File: src/design/ambr_pkg.sv
// shared types and constants for the alpha mask to banded rectangles block
// depends on nothing; used by the controller, the datapath and the top level
package ambr_pkg;

    // fixed field widths
    localparam int ALPHA_W   = 8;
    localparam int COL_W     = 12;
    localparam int LEN_W     = 13;
    localparam int ENTRY_W   = COL_W + LEN_W;
    localparam int CFG_IDX_W = 2;

    // largest usable bitmap dimension, register values above it are clamped
    localparam int MAX_DIM = 4096;

    // configuration register indexes
    localparam logic [CFG_IDX_W-1:0] REG_LINE_WIDTH   = 2'd0;
    localparam logic [CFG_IDX_W-1:0] REG_FRAME_HEIGHT = 2'd1;

    // configuration reset values
    localparam logic [LEN_W-1:0] LINE_WIDTH_RST   = 13'd640;
    localparam logic [LEN_W-1:0] FRAME_HEIGHT_RST = 13'd480;

    typedef enum logic [3:0] {
        ST_IDLE,
        ST_CMP_RD,
        ST_CMP_CHK,
        ST_DECIDE,
        ST_E1_RD,
        ST_E1_OUT,
        ST_UPDATE,
        ST_E2_START,
        ST_E2_RD,
        ST_E2_OUT,
        ST_ROW_DONE
    } state_t;

    // controller to datapath
    typedef struct packed {
        logic pixel;      // take one pixel beat
        logic set_miss;   // row differs from band
        logic cmp_next;   // step to next run pair
        logic decide;     // settle match, load rectangle count
        logic emit_load;  // move one band rectangle into output register
        logic update;     // row becomes the band
        logic row_done;   // advance row or close the frame
    } cmd_t;

    // datapath to controller
    typedef struct packed {
        logic row_end;          // current pixel is the last of its row
        logic quick_miss;       // no band, or run counts differ
        logic cmp_end;          // all run pairs compared
        logic entry_differs;    // run pair read this cycle differs
        logic miss;             // row does not match band
        logic emit1_nonempty;   // old band has rectangles to flush
        logic emit2_nonempty;   // frame end band has rectangles
        logic out_free;         // output register can take a beat
        logic emit_last_entry;  // current entry is the band's last
    } sts_t;

endpackage

File: src/design/ambr_ctrl.sv
// controller state machine for the banded rectangle block
// depends on ambr_pkg for state, command and status types
module ambr_ctrl (
    input  logic           aclk,
    input  logic           aresetn,
    input  logic           s_valid,
    output logic           s_ready,
    output ambr_pkg::cmd_t cmd,
    input  ambr_pkg::sts_t sts
);
    import ambr_pkg::*;

    state_t state_reg;
    state_t state_next;

    always_ff @(posedge aclk) begin
        if (!aresetn) begin
            state_reg <= ST_IDLE;
        end else begin
            state_reg <= state_next;
        end
    end

    // next state
    always_comb begin
        state_next = state_reg;
        case (state_reg)
            ST_IDLE: begin
                if (s_valid && sts.row_end) begin
                    state_next = ST_CMP_RD;
                end
            end
            ST_CMP_RD: begin
                if (sts.quick_miss || sts.cmp_end) begin
                    state_next = ST_DECIDE;
                end else begin
                    state_next = ST_CMP_CHK;
                end
            end
            ST_CMP_CHK: begin
                if (sts.entry_differs) begin
                    state_next = ST_DECIDE;
                end else begin
                    state_next = ST_CMP_RD;
                end
            end
            ST_DECIDE: begin
                if (!sts.miss) begin
                    state_next = ST_E2_START;
                end else if (sts.emit1_nonempty) begin
                    state_next = ST_E1_RD;
                end else begin
                    state_next = ST_UPDATE;
                end
            end
            ST_E1_RD: begin
                state_next = ST_E1_OUT;
            end
            ST_E1_OUT: begin
                if (sts.out_free) begin
                    state_next = sts.emit_last_entry ? ST_UPDATE : ST_E1_RD;
                end
            end
            ST_UPDATE: begin
                state_next = ST_E2_START;
            end
            ST_E2_START: begin
                state_next = sts.emit2_nonempty ? ST_E2_RD : ST_ROW_DONE;
            end
            ST_E2_RD: begin
                state_next = ST_E2_OUT;
            end
            ST_E2_OUT: begin
                if (sts.out_free) begin
                    state_next = sts.emit_last_entry ? ST_ROW_DONE : ST_E2_RD;
                end
            end
            ST_ROW_DONE: begin
                state_next = ST_IDLE;
            end
            default: begin
                state_next = ST_IDLE;
            end
        endcase
    end

    // outputs
    always_comb begin
        cmd     = '0;
        s_ready = 1'b0;
        case (state_reg)
            ST_IDLE: begin
                s_ready   = 1'b1;
                cmd.pixel = s_valid;
            end
            ST_CMP_RD: begin
                cmd.set_miss = sts.quick_miss;
            end
            ST_CMP_CHK: begin
                cmd.set_miss = sts.entry_differs;
                cmd.cmp_next = !sts.entry_differs;
            end
            ST_DECIDE: begin
                cmd.decide = 1'b1;
            end
            ST_E1_OUT, ST_E2_OUT: begin
                cmd.emit_load = sts.out_free;
            end
            ST_UPDATE: begin
                cmd.update = 1'b1;
            end
            ST_ROW_DONE: begin
                cmd.row_done = 1'b1;
            end
            default: begin
                cmd = '0;
            end
        endcase
    end

endmodule

File: src/design/ambr_dp.sv
// datapath: run finder, two run banks, band bookkeeping and output register
// depends on ambr_pkg for widths, register indexes and command/status types
module ambr_dp #(
    parameter int MAX_RUNS = 32
) (
    input  logic                                aclk,
    input  logic                                aresetn,
    input  ambr_pkg::cmd_t                      cmd,
    output ambr_pkg::sts_t                      sts,
    input  logic [ambr_pkg::ALPHA_W-1:0]        s_alpha,
    input  logic                                cfg_valid,
    input  logic [ambr_pkg::CFG_IDX_W-1:0]      cfg_index,
    input  logic [ambr_pkg::LEN_W-1:0]          cfg_data,
    input  logic                                m_ready,
    output logic                                m_valid,
    output logic [ambr_pkg::COL_W-1:0]          m_rect_x,
    output logic [ambr_pkg::COL_W-1:0]          m_rect_y,
    output logic [ambr_pkg::LEN_W-1:0]          m_rect_width,
    output logic [ambr_pkg::LEN_W-1:0]          m_rect_height,
    output logic                                m_last_of_burst,
    output logic                                m_frame_end,
    output logic                                m_runs_dropped
);
    import ambr_pkg::*;

    localparam int IDX_W = (MAX_RUNS > 1) ? $clog2(MAX_RUNS) : 1;
    localparam int CNT_W = $clog2(MAX_RUNS + 1);
    localparam int REM_W = $clog2(2 * MAX_RUNS + 1);
    localparam logic [CNT_W-1:0] RUNS_MAX = CNT_W'(MAX_RUNS);

    // run banks, one holds the band, the other collects the current row
    logic [ENTRY_W-1:0] bank0_mem [MAX_RUNS];
    logic [ENTRY_W-1:0] bank1_mem [MAX_RUNS];
    logic [ENTRY_W-1:0] rd0_reg;
    logic [ENTRY_W-1:0] rd1_reg;

    logic [LEN_W-1:0] line_width_reg, line_width_next;
    logic [LEN_W-1:0] frame_height_reg, frame_height_next;
    logic [COL_W-1:0] column_reg, column_next;
    logic [COL_W-1:0] row_reg, row_next;
    logic             in_run_reg, in_run_next;
    logic [COL_W-1:0] open_start_reg, open_start_next;
    logic [CNT_W-1:0] row_count_reg, row_count_next;
    logic [CNT_W-1:0] band_count_reg, band_count_next;
    logic             band_has_row_reg, band_has_row_next;
    logic [COL_W-1:0] band_top_reg, band_top_next;
    logic [LEN_W-1:0] band_rows_reg, band_rows_next;
    logic             band_sel_reg, band_sel_next;
    logic             overflow_reg, overflow_next;
    logic             frame_last_reg, frame_last_next;
    logic             miss_reg, miss_next;
    logic [CNT_W-1:0] idx_reg, idx_next;
    logic [REM_W-1:0] remain_reg, remain_next;

    logic             m_valid_reg, m_valid_next;
    logic [COL_W-1:0] x_reg, x_next;
    logic [COL_W-1:0] y_reg, y_next;
    logic [LEN_W-1:0] w_reg, w_next;
    logic [LEN_W-1:0] h_reg, h_next;
    logic             last_reg, last_next;
    logic             fend_reg, fend_next;
    logic             drop_reg, drop_next;

    logic [LEN_W-1:0]   w_eff;
    logic [LEN_W-1:0]   h_eff;
    logic [LEN_W-1:0]   col_inc;
    logic [LEN_W-1:0]   row_inc;
    logic               row_end;
    logic               alpha_nz;
    logic               close_run;
    logic [LEN_W-1:0]   close_end;
    logic [COL_W-1:0]   close_start;
    logic [ENTRY_W-1:0] wr_data;
    logic               wr_en;
    logic               wr0_en;
    logic               wr1_en;
    logic [ENTRY_W-1:0] band_rd;
    logic [CNT_W-1:0]   idx_inc;
    logic [REM_W-1:0]   n_old;
    logic [REM_W-1:0]   n_end;
    logic               out_free;

    // zero acts as one, oversize clamps to the largest dimension
    always_comb begin
        if (line_width_reg == '0) begin
            w_eff = LEN_W'(1);
        end else if (line_width_reg > LEN_W'(MAX_DIM)) begin
            w_eff = LEN_W'(MAX_DIM);
        end else begin
            w_eff = line_width_reg;
        end
        if (frame_height_reg == '0) begin
            h_eff = LEN_W'(1);
        end else if (frame_height_reg > LEN_W'(MAX_DIM)) begin
            h_eff = LEN_W'(MAX_DIM);
        end else begin
            h_eff = frame_height_reg;
        end
    end

    assign col_inc  = LEN_W'(column_reg) + LEN_W'(1);
    assign row_inc  = LEN_W'(row_reg) + LEN_W'(1);
    assign row_end  = col_inc >= w_eff;
    assign alpha_nz = |s_alpha;

    // a run closes on a zero pixel, or on a covered last pixel of the row
    assign close_run   = in_run_reg ? (!alpha_nz || row_end) : (alpha_nz && row_end);
    assign close_end   = alpha_nz ? col_inc : LEN_W'(column_reg);
    assign close_start = in_run_reg ? open_start_reg : column_reg;
    assign wr_data     = {close_start, LEN_W'(close_end - LEN_W'(close_start))};
    assign wr_en       = cmd.pixel && close_run && (row_count_reg < RUNS_MAX);
    assign wr0_en      = wr_en && band_sel_reg;
    assign wr1_en      = wr_en && !band_sel_reg;

    always_ff @(posedge aclk) begin
        if (wr0_en) begin
            bank0_mem[row_count_reg[IDX_W-1:0]] <= wr_data;
        end
        rd0_reg <= bank0_mem[idx_reg[IDX_W-1:0]];
    end

    always_ff @(posedge aclk) begin
        if (wr1_en) begin
            bank1_mem[row_count_reg[IDX_W-1:0]] <= wr_data;
        end
        rd1_reg <= bank1_mem[idx_reg[IDX_W-1:0]];
    end

    assign band_rd  = band_sel_reg ? rd1_reg : rd0_reg;
    assign idx_inc  = idx_reg + CNT_W'(1);
    assign out_free = !m_valid_reg || m_ready;

    assign n_old = (miss_reg && band_has_row_reg) ? REM_W'(band_count_reg) : '0;
    assign n_end = !frame_last_reg ? '0 :
                   (miss_reg ? REM_W'(row_count_reg) : REM_W'(band_count_reg));

    always_comb begin
        sts                 = '0;
        sts.row_end         = row_end;
        sts.quick_miss      = !band_has_row_reg || (band_count_reg != row_count_reg);
        sts.cmp_end         = idx_reg == row_count_reg;
        // both banks are read at the same index, so the order does not matter
        sts.entry_differs   = rd0_reg != rd1_reg;
        sts.miss            = miss_reg;
        sts.emit1_nonempty  = miss_reg && band_has_row_reg && (band_count_reg != '0);
        sts.emit2_nonempty  = frame_last_reg && (band_count_reg != '0);
        sts.out_free        = out_free;
        sts.emit_last_entry = idx_inc == band_count_reg;
    end

    always_comb begin
        line_width_next   = line_width_reg;
        frame_height_next = frame_height_reg;
        column_next       = column_reg;
        row_next          = row_reg;
        in_run_next       = in_run_reg;
        open_start_next   = open_start_reg;
        row_count_next    = row_count_reg;
        band_count_next   = band_count_reg;
        band_has_row_next = band_has_row_reg;
        band_top_next     = band_top_reg;
        band_rows_next    = band_rows_reg;
        band_sel_next     = band_sel_reg;
        overflow_next     = overflow_reg;
        frame_last_next   = frame_last_reg;
        miss_next         = miss_reg;
        idx_next          = idx_reg;
        remain_next       = remain_reg;
        m_valid_next      = m_valid_reg && !m_ready;
        x_next            = x_reg;
        y_next            = y_reg;
        w_next            = w_reg;
        h_next            = h_reg;
        last_next         = last_reg;
        fend_next         = fend_reg;
        drop_next         = drop_reg;

        if (cfg_valid) begin
            if (cfg_index == REG_LINE_WIDTH) begin
                line_width_next = cfg_data;
            end else if (cfg_index == REG_FRAME_HEIGHT) begin
                frame_height_next = cfg_data;
            end
        end

        if (cmd.pixel) begin
            if (alpha_nz && !in_run_reg) begin
                open_start_next = column_reg;
            end
            in_run_next = close_run ? 1'b0 : (in_run_reg || alpha_nz);
            if (close_run) begin
                if (row_count_reg < RUNS_MAX) begin
                    row_count_next = row_count_reg + CNT_W'(1);
                end else begin
                    overflow_next = 1'b1;
                end
            end
            if (row_end) begin
                column_next     = '0;
                frame_last_next = row_inc >= h_eff;
                miss_next       = 1'b0;
                idx_next        = '0;
            end else begin
                column_next = col_inc[COL_W-1:0];
            end
        end

        if (cmd.set_miss) begin
            miss_next = 1'b1;
        end

        if (cmd.cmp_next) begin
            idx_next = idx_inc;
        end

        if (cmd.decide) begin
            idx_next    = '0;
            remain_next = n_old + n_end;
            if (!miss_reg) begin
                band_rows_next = band_rows_reg + LEN_W'(1);
            end
        end

        if (cmd.emit_load) begin
            idx_next     = idx_inc;
            remain_next  = remain_reg - REM_W'(1);
            m_valid_next = 1'b1;
            x_next       = band_rd[ENTRY_W-1:LEN_W];
            y_next       = band_top_reg;
            w_next       = band_rd[LEN_W-1:0];
            h_next       = band_rows_reg;
            last_next    = remain_reg == REM_W'(1);
            fend_next    = frame_last_reg;
            drop_next    = overflow_reg;
        end

        if (cmd.update) begin
            band_sel_next     = !band_sel_reg;
            band_count_next   = row_count_reg;
            band_top_next     = row_reg;
            band_rows_next    = LEN_W'(1);
            band_has_row_next = 1'b1;
            idx_next          = '0;
        end

        if (cmd.row_done) begin
            row_count_next = '0;
            if (frame_last_reg) begin
                band_has_row_next = 1'b0;
                band_count_next   = '0;
                band_rows_next    = '0;
                band_top_next     = '0;
                row_next          = '0;
                overflow_next     = 1'b0;
            end else begin
                row_next = row_inc[COL_W-1:0];
            end
        end
    end

    always_ff @(posedge aclk) begin
        if (!aresetn) begin
            line_width_reg   <= LINE_WIDTH_RST;
            frame_height_reg <= FRAME_HEIGHT_RST;
            column_reg       <= '0;
            row_reg          <= '0;
            in_run_reg       <= 1'b0;
            open_start_reg   <= '0;
            row_count_reg    <= '0;
            band_count_reg   <= '0;
            band_has_row_reg <= 1'b0;
            band_top_reg     <= '0;
            band_rows_reg    <= '0;
            band_sel_reg     <= 1'b0;
            overflow_reg     <= 1'b0;
            frame_last_reg   <= 1'b0;
            miss_reg         <= 1'b0;
            idx_reg          <= '0;
            remain_reg       <= '0;
            m_valid_reg      <= 1'b0;
        end else begin
            line_width_reg   <= line_width_next;
            frame_height_reg <= frame_height_next;
            column_reg       <= column_next;
            row_reg          <= row_next;
            in_run_reg       <= in_run_next;
            open_start_reg   <= open_start_next;
            row_count_reg    <= row_count_next;
            band_count_reg   <= band_count_next;
            band_has_row_reg <= band_has_row_next;
            band_top_reg     <= band_top_next;
            band_rows_reg    <= band_rows_next;
            band_sel_reg     <= band_sel_next;
            overflow_reg     <= overflow_next;
            frame_last_reg   <= frame_last_next;
            miss_reg         <= miss_next;
            idx_reg          <= idx_next;
            remain_reg       <= remain_next;
            m_valid_reg      <= m_valid_next;
        end
    end

    // output payload, no reset needed
    always_ff @(posedge aclk) begin
        x_reg    <= x_next;
        y_reg    <= y_next;
        w_reg    <= w_next;
        h_reg    <= h_next;
        last_reg <= last_next;
        fend_reg <= fend_next;
        drop_reg <= drop_next;
    end

    assign m_valid         = m_valid_reg;
    assign m_rect_x        = x_reg;
    assign m_rect_y        = y_reg;
    assign m_rect_width    = w_reg;
    assign m_rect_height   = h_reg;
    assign m_last_of_burst = last_reg;
    assign m_frame_end     = fend_reg;
    assign m_runs_dropped  = drop_reg;

endmodule

File: src/design/alpha_mask_to_banded_rectangles.sv
// top level of the alpha mask to banded rectangles block
// depends on ambr_pkg, ambr_ctrl and ambr_dp
//
// Takes one alpha byte per beat in raster order and returns the covered
// pixels as a list of rectangles grouped in bands of identical rows. Runs of
// non-zero alpha are collected per row into one of two run banks; at the end
// of a row the row is compared run by run with the current band. A match
// makes the band one row taller; otherwise the band's rectangles are sent,
// one beat each, and the row bank becomes the new band by swapping banks.
// The last pixel of the frame also flushes the final band, and those beats
// carry frame_end. last_of_burst marks the final rectangle caused by one
// pixel. Rows with more than MAX_RUNS runs keep their first MAX_RUNS runs and
// set runs_dropped until the frame ends. line_width and frame_height are to
// be written through the cfg port only while the block is idle, which the
// block does not enforce; zero acts as one and values above 4096 act as 4096.
// Pixels that do not end a row are taken without a pause. At a row end each
// run pair is compared through a read and a check state and each rectangle
// is sent through a read and an output state, as each run bank has a single
// registered read port. The output register lets a finished rectangle wait
// while the block keeps working; no input is taken until row end work is done.
module alpha_mask_to_banded_rectangles #(
    parameter int MAX_RUNS = 32
) (
    input  logic                           aclk,
    input  logic                           aresetn,
    // pixel input
    input  logic                           s_valid,
    output logic                           s_ready,
    input  logic [ambr_pkg::ALPHA_W-1:0]   s_alpha,
    // rectangle output
    output logic                           m_valid,
    input  logic                           m_ready,
    output logic [ambr_pkg::COL_W-1:0]     m_rect_x,
    output logic [ambr_pkg::COL_W-1:0]     m_rect_y,
    output logic [ambr_pkg::LEN_W-1:0]     m_rect_width,
    output logic [ambr_pkg::LEN_W-1:0]     m_rect_height,
    output logic                           m_last_of_burst,
    output logic                           m_frame_end,
    output logic                           m_runs_dropped,
    // configuration writes
    input  logic                           cfg_valid,
    output logic                           cfg_ready,
    input  logic [ambr_pkg::CFG_IDX_W-1:0] cfg_index,
    input  logic [ambr_pkg::LEN_W-1:0]     cfg_data
);
    import ambr_pkg::*;

    cmd_t cmd;
    sts_t sts;

    // register writes are always accepted, cfg_ready is tied high
    assign cfg_ready = 1'b1;

    // sequencing: pixel intake, run compare, band flush and update
    ambr_ctrl u_ctrl (
        .aclk    (aclk),
        .aresetn (aresetn),
        .s_valid (s_valid),
        .s_ready (s_ready),
        .cmd     (cmd),
        .sts     (sts)
    );

    // run finder, run banks, band state and output register
    ambr_dp #(
        .MAX_RUNS (MAX_RUNS)
    ) u_dp (
        .aclk            (aclk),
        .aresetn         (aresetn),
        .cmd             (cmd),
        .sts             (sts),
        .s_alpha         (s_alpha),
        .cfg_valid       (cfg_valid),
        .cfg_index       (cfg_index),
        .cfg_data        (cfg_data),
        .m_ready         (m_ready),
        .m_valid         (m_valid),
        .m_rect_x        (m_rect_x),
        .m_rect_y        (m_rect_y),
        .m_rect_width    (m_rect_width),
        .m_rect_height   (m_rect_height),
        .m_last_of_burst (m_last_of_burst),
        .m_frame_end     (m_frame_end),
        .m_runs_dropped  (m_runs_dropped)
    );

endmodule

File: config.mk
export PLATFORM = sky130hd
export DESIGN_NAME = alpha_mask_to_banded_rectangles
export DESIGN_NICKNAME = d
export VERILOG_FILES = /design/src/design/ambr_pkg.sv /design/src/design/ambr_ctrl.sv /design/src/design/ambr_dp.sv /design/src/design/alpha_mask_to_banded_rectangles.sv
export SDC_FILE = /design/constraint.sdc
export NUM_CORES = 2
export LEC_CHECK = 0
export BUFFER_PORTS_ARGS = -buffer_cell sky130_fd_sc_hd__clkbuf_2
export CAP_MARGIN = 20
export CORE_UTILIZATION = 35
export CTS_BUF_LIST = sky130_fd_sc_hd__clkbuf_16
export DETAILED_ROUTE_END_ITERATION = 10
export MAX_ROUTING_LAYER = met4
export SLEW_MARGIN = 20
export SYNTH_ARGS = -nofsm -noshare
export SYNTH_HDL_FRONTEND = slang
export SYNTH_SLANG_ARGS = --single-unit
File: constraint.sdc
create_clock -name aclk -period 5.4 [get_ports aclk]
set_input_delay 0.27 -clock aclk [delete_from_list [all_inputs] [get_ports aclk]]
set_output_delay 0.27 -clock aclk [all_outputs]
set_load 0.01 [all_outputs]
==> out/results.tsv <==
stage	metric	value	unit
logic_synthesis	Yosys cell types	84	
drt	highest metal used	met4	
timing	crit path time final	4.67	ns
logic_synthesis	Synth Register Bits	1826	
placement	dpl ws	0.651	ns
pwr	power per cell area	353	nW/um^2
placement	dpl hpwl	106000	microns
critical_path	most used cell along the critical path	buf_4	
placement	Port Buffers	82	
logic_synthesis	Post-synth EDFFs	1653	
cells_and_area	commonest non-fill, non-tap cells in the layout	edfxtp_1 (1,653), mux4_2 (500), nand2_1 (337), clkbuf_16 (189), dfxtp_1 (167)	
hold_path	path category of the worst min-delay check	in -> reg	
pwr	VDD IR max	0.335	mV
clock_network	Clock Tree Buf Depth	3	
critical_path	critical path class	reg -> reg	
pwr	Leakage	0.0259	uW
timing	max frequency	214	MHz
clock_network	Clock transition at path regs	0.06	ns
logic_synthesis	main flop type after synthesis	edfxtp_1	
global_routing	initial antenna violation count	6	
global_routing	first-pass GRT wire length	248000	microns
logic_synthesis	Syn Nets	3728	
floorplanning	Initial Utilization	0.352	
floorplanning	die area	208000	sq um
run	max_cap viols	0	
floorplanning	# IOs	84	
critical_path	reg-to-reg startpoint	u_dp.column_reg[0]	
outcome	status	complete, no violations	
timing	RSZ-0062 raised after global routing	false	
timing	Slew headroom	0.226	
critical_path	critical path fanouts, max	21	
clock_network	post-cts gate resize count	0	
hold_path	Worst Hold Launch	aresetn	
timing	Setup Viol. Count Final	0	
logic_synthesis	synthesized area	72100	sq um
critical_path	slowest cell delay on critical path	0.56	ns
clock_network	CTS Buf Count	184	
logic_synthesis	register area share after synthesis	0.737	
cells_and_area	final net count	3965	
timing	final worst slack	0.728	ns
floorplanning	Core ar.	205000	sq um
drt	Initial DRT Pass Iterations	5	
timing	setup total negative slack	0	ns
floorplanning	die boundary height	456	microns
drt	Avg WL per Cell	25.2	microns
timing	period utilisation layout	0.865	
drt	drc violations	0	
clock_network	clk root buf	clkbuf_16	
logic_synthesis	Gate Count Post-Synth	3644	
cells_and_area	commonest non-fill, non-tap cell in the layout	edfxtp_1	
critical_path	CP cell instances	ha_1 > nand3_1 > nor2_1 > and3_1 > xor2_1 > ha_1 > nand2_1 > nor3_1 > a21oi_1 > a31oi_2 > buf_4 > o2111ai_2 > buf_4 > nor2_4 > buf_4	
drt	Antenna Nets Post-Route	0	
floorplanning	Die X	456	microns
critical_path	Worst Setup SP	u_dp.column_reg[0]	
floorplanning	Core Rows	166	
cells_and_area	fraction of layout instances using a drive strength above 1	0.281	
logic_synthesis	Avg Inst Size Synth	19.8	sq um
logic_synthesis	Synth Warn #	0	
drt	met3 wire length	11000	microns
timing	Slew @ Worst Pin	1.15	ns
drt	Routed WL	170000	microns
drt	met2 WL	78100	microns
hold_path	Hold Path Depth	2	
global_routing	total congestion overflow	0	
timing	fin. max-slew vios	0	
global_routing	vias in the first global route	35157	
global_routing	largest net degree at the start of global routing	82	
drt	vias per cell	5.28	
timing	final hold vios	0	
placement	Final GP Congestion	0.833	
drt	wl on met1	77300	microns
critical_path	Startpoint Class	flop	
critical_path	R2R cell count	15	
clock_network	worst-skew pair later-pin latency	0.80	ns
global_routing	GRT Util Overall	0.167	
critical_path	CP Data Arrival Time	5.13	ns
cells_and_area	Syn-to-layout area delta	14.9	%
clock_network	Sink Count	1826	
critical_path	crit path capture type	flop	
clock_network	H-tree levels	4	
timing	Fin Clk Skew	0.0459	ns
logic_synthesis	Async SR Flop Fraction	0	
critical_path	WP data required	5.85	ns
clock_network	CTS tree	done	
drt	detailed-route via count	35525	
drt	initial DRC count	4099	
critical_path	Crit-path slowest cell	a31oi_2	
## critical path, delay by kind of cell (launching register included)
family / cells / cell delay, ns
AO/OA/AOI/OAI: 3 / 0.83
flip-flops: 1 / 0.48
adder cells (fa/ha/maj): 2 / 0.63
buffers and inverters: 3 / 0.87
AND/OR/NAND/NOR: 6 / 1.40
XOR/XNOR: 1 / 0.11
## area by class of cell
class	instances	area [sq um]
well taps	2688	3360
flip-flops and latches	1826	53100
inverters	39	146
clock inverters	150	1220
multi-input cells	1581	18400
repair buffers	249	1930
diodes	3	7.51
clock buffers	189	4730
fillers	17830	122000
## report_power, final
| part | total (uW) | switching (uW) | internal [uW] | leakage (uW) |
|---|---|---|---|---|
| registers | 15800 | 20.8 | 15800 | 0.0165 |
| logic | 957 | 786 | 170 | 0.00637 |
| clock network | 12500 | 5370 | 7120 | 0.00305 |
| total | 29300 | 6180 | 23100 | 0.0259 |
## cell usage after synthesis, drive strengths merged, types with 12 or more instances
master | count | area (sq um)
inv | 37 | 139
edfxtp | 1653 | 49600
nor3 | 34 | 180
nor4 | 13 | 96.3
a31oi | 12 | 75.1
nor2 | 143 | 547
buf | 84 | 664
nand2 | 338 | 1270
nand4 | 19 | 125
mux4 | 500 | 11300
a21oi | 91 | 455
dfxtp | 173 | 3460
nand3 | 40 | 205
xnor2 | 71 | 622
o21ai | 35 | 179
mux2 | 27 | 304
and3 | 19 | 119
xor2 | 37 | 324
ha | 54 | 676
mux2i | 33 | 330
clkbuf | 114 | 430
## metal layers
layer | vias to the layer above | global-route usage
met5 | - | -
met3 | 193 | 0.0246
li1 | 15188 | -
met4 | 0 | 0.0382
met2 | 1206 | 0.246
met1 | 18938 | 0.243
## logic make-up after synthesis
logic type,after synthesis,share of synthesized area
muxes,560,0.165
xor gates and xnor gates,109,0.0135
AOI/OAI and AO/OA,195,0.0171
and+or+nand+nor,660,0.0406
buffers and inverters,237,0.0172
other,1,0.0000520
DFF,1826,0.737
adders and majority gates,56,0.00993
## stage by stage
| stage | instances | total power [uW] | utilization | instance area, sq um | hold WS (ns) |
|---|---|---|---|---|---|
| finish | 6725 | 29300 | 0.405 | 82900 | 0.0427 |
| CTS | 6722 | 29500 | 0.405 | 82900 | 0.0000472 |
| global route | 6724 | 30100 | 0.405 | 82900 | 0.0370 |
| floorplan | 3644 | 16600 | - | 72100 | 0.394 |
| global placement | 6366 | 17000 | 0.375 | 76700 | 0.413 |
| detailed placement | 6366 | 17100 | 0.375 | 76700 | 0.419 |
## what timing repair did
action,CTS,global route
hold buffers,17,0
setup buffers,0,0
endpoints found under the hold margin,29,0
## path summary, 6_finish.rpt
path	to	slack (ns)
setup / recovery	u_dp.bank1_mem[26][8]	0.73
hold reg to reg	u_dp.m_rect_y[11]	0.42
setup reg to reg	u_dp.bank1_mem[26][8]	0.73
hold / removal	u_dp.frame_height_reg[7]	0.04
No activity file was read; power rests on OpenSTA's default activity.
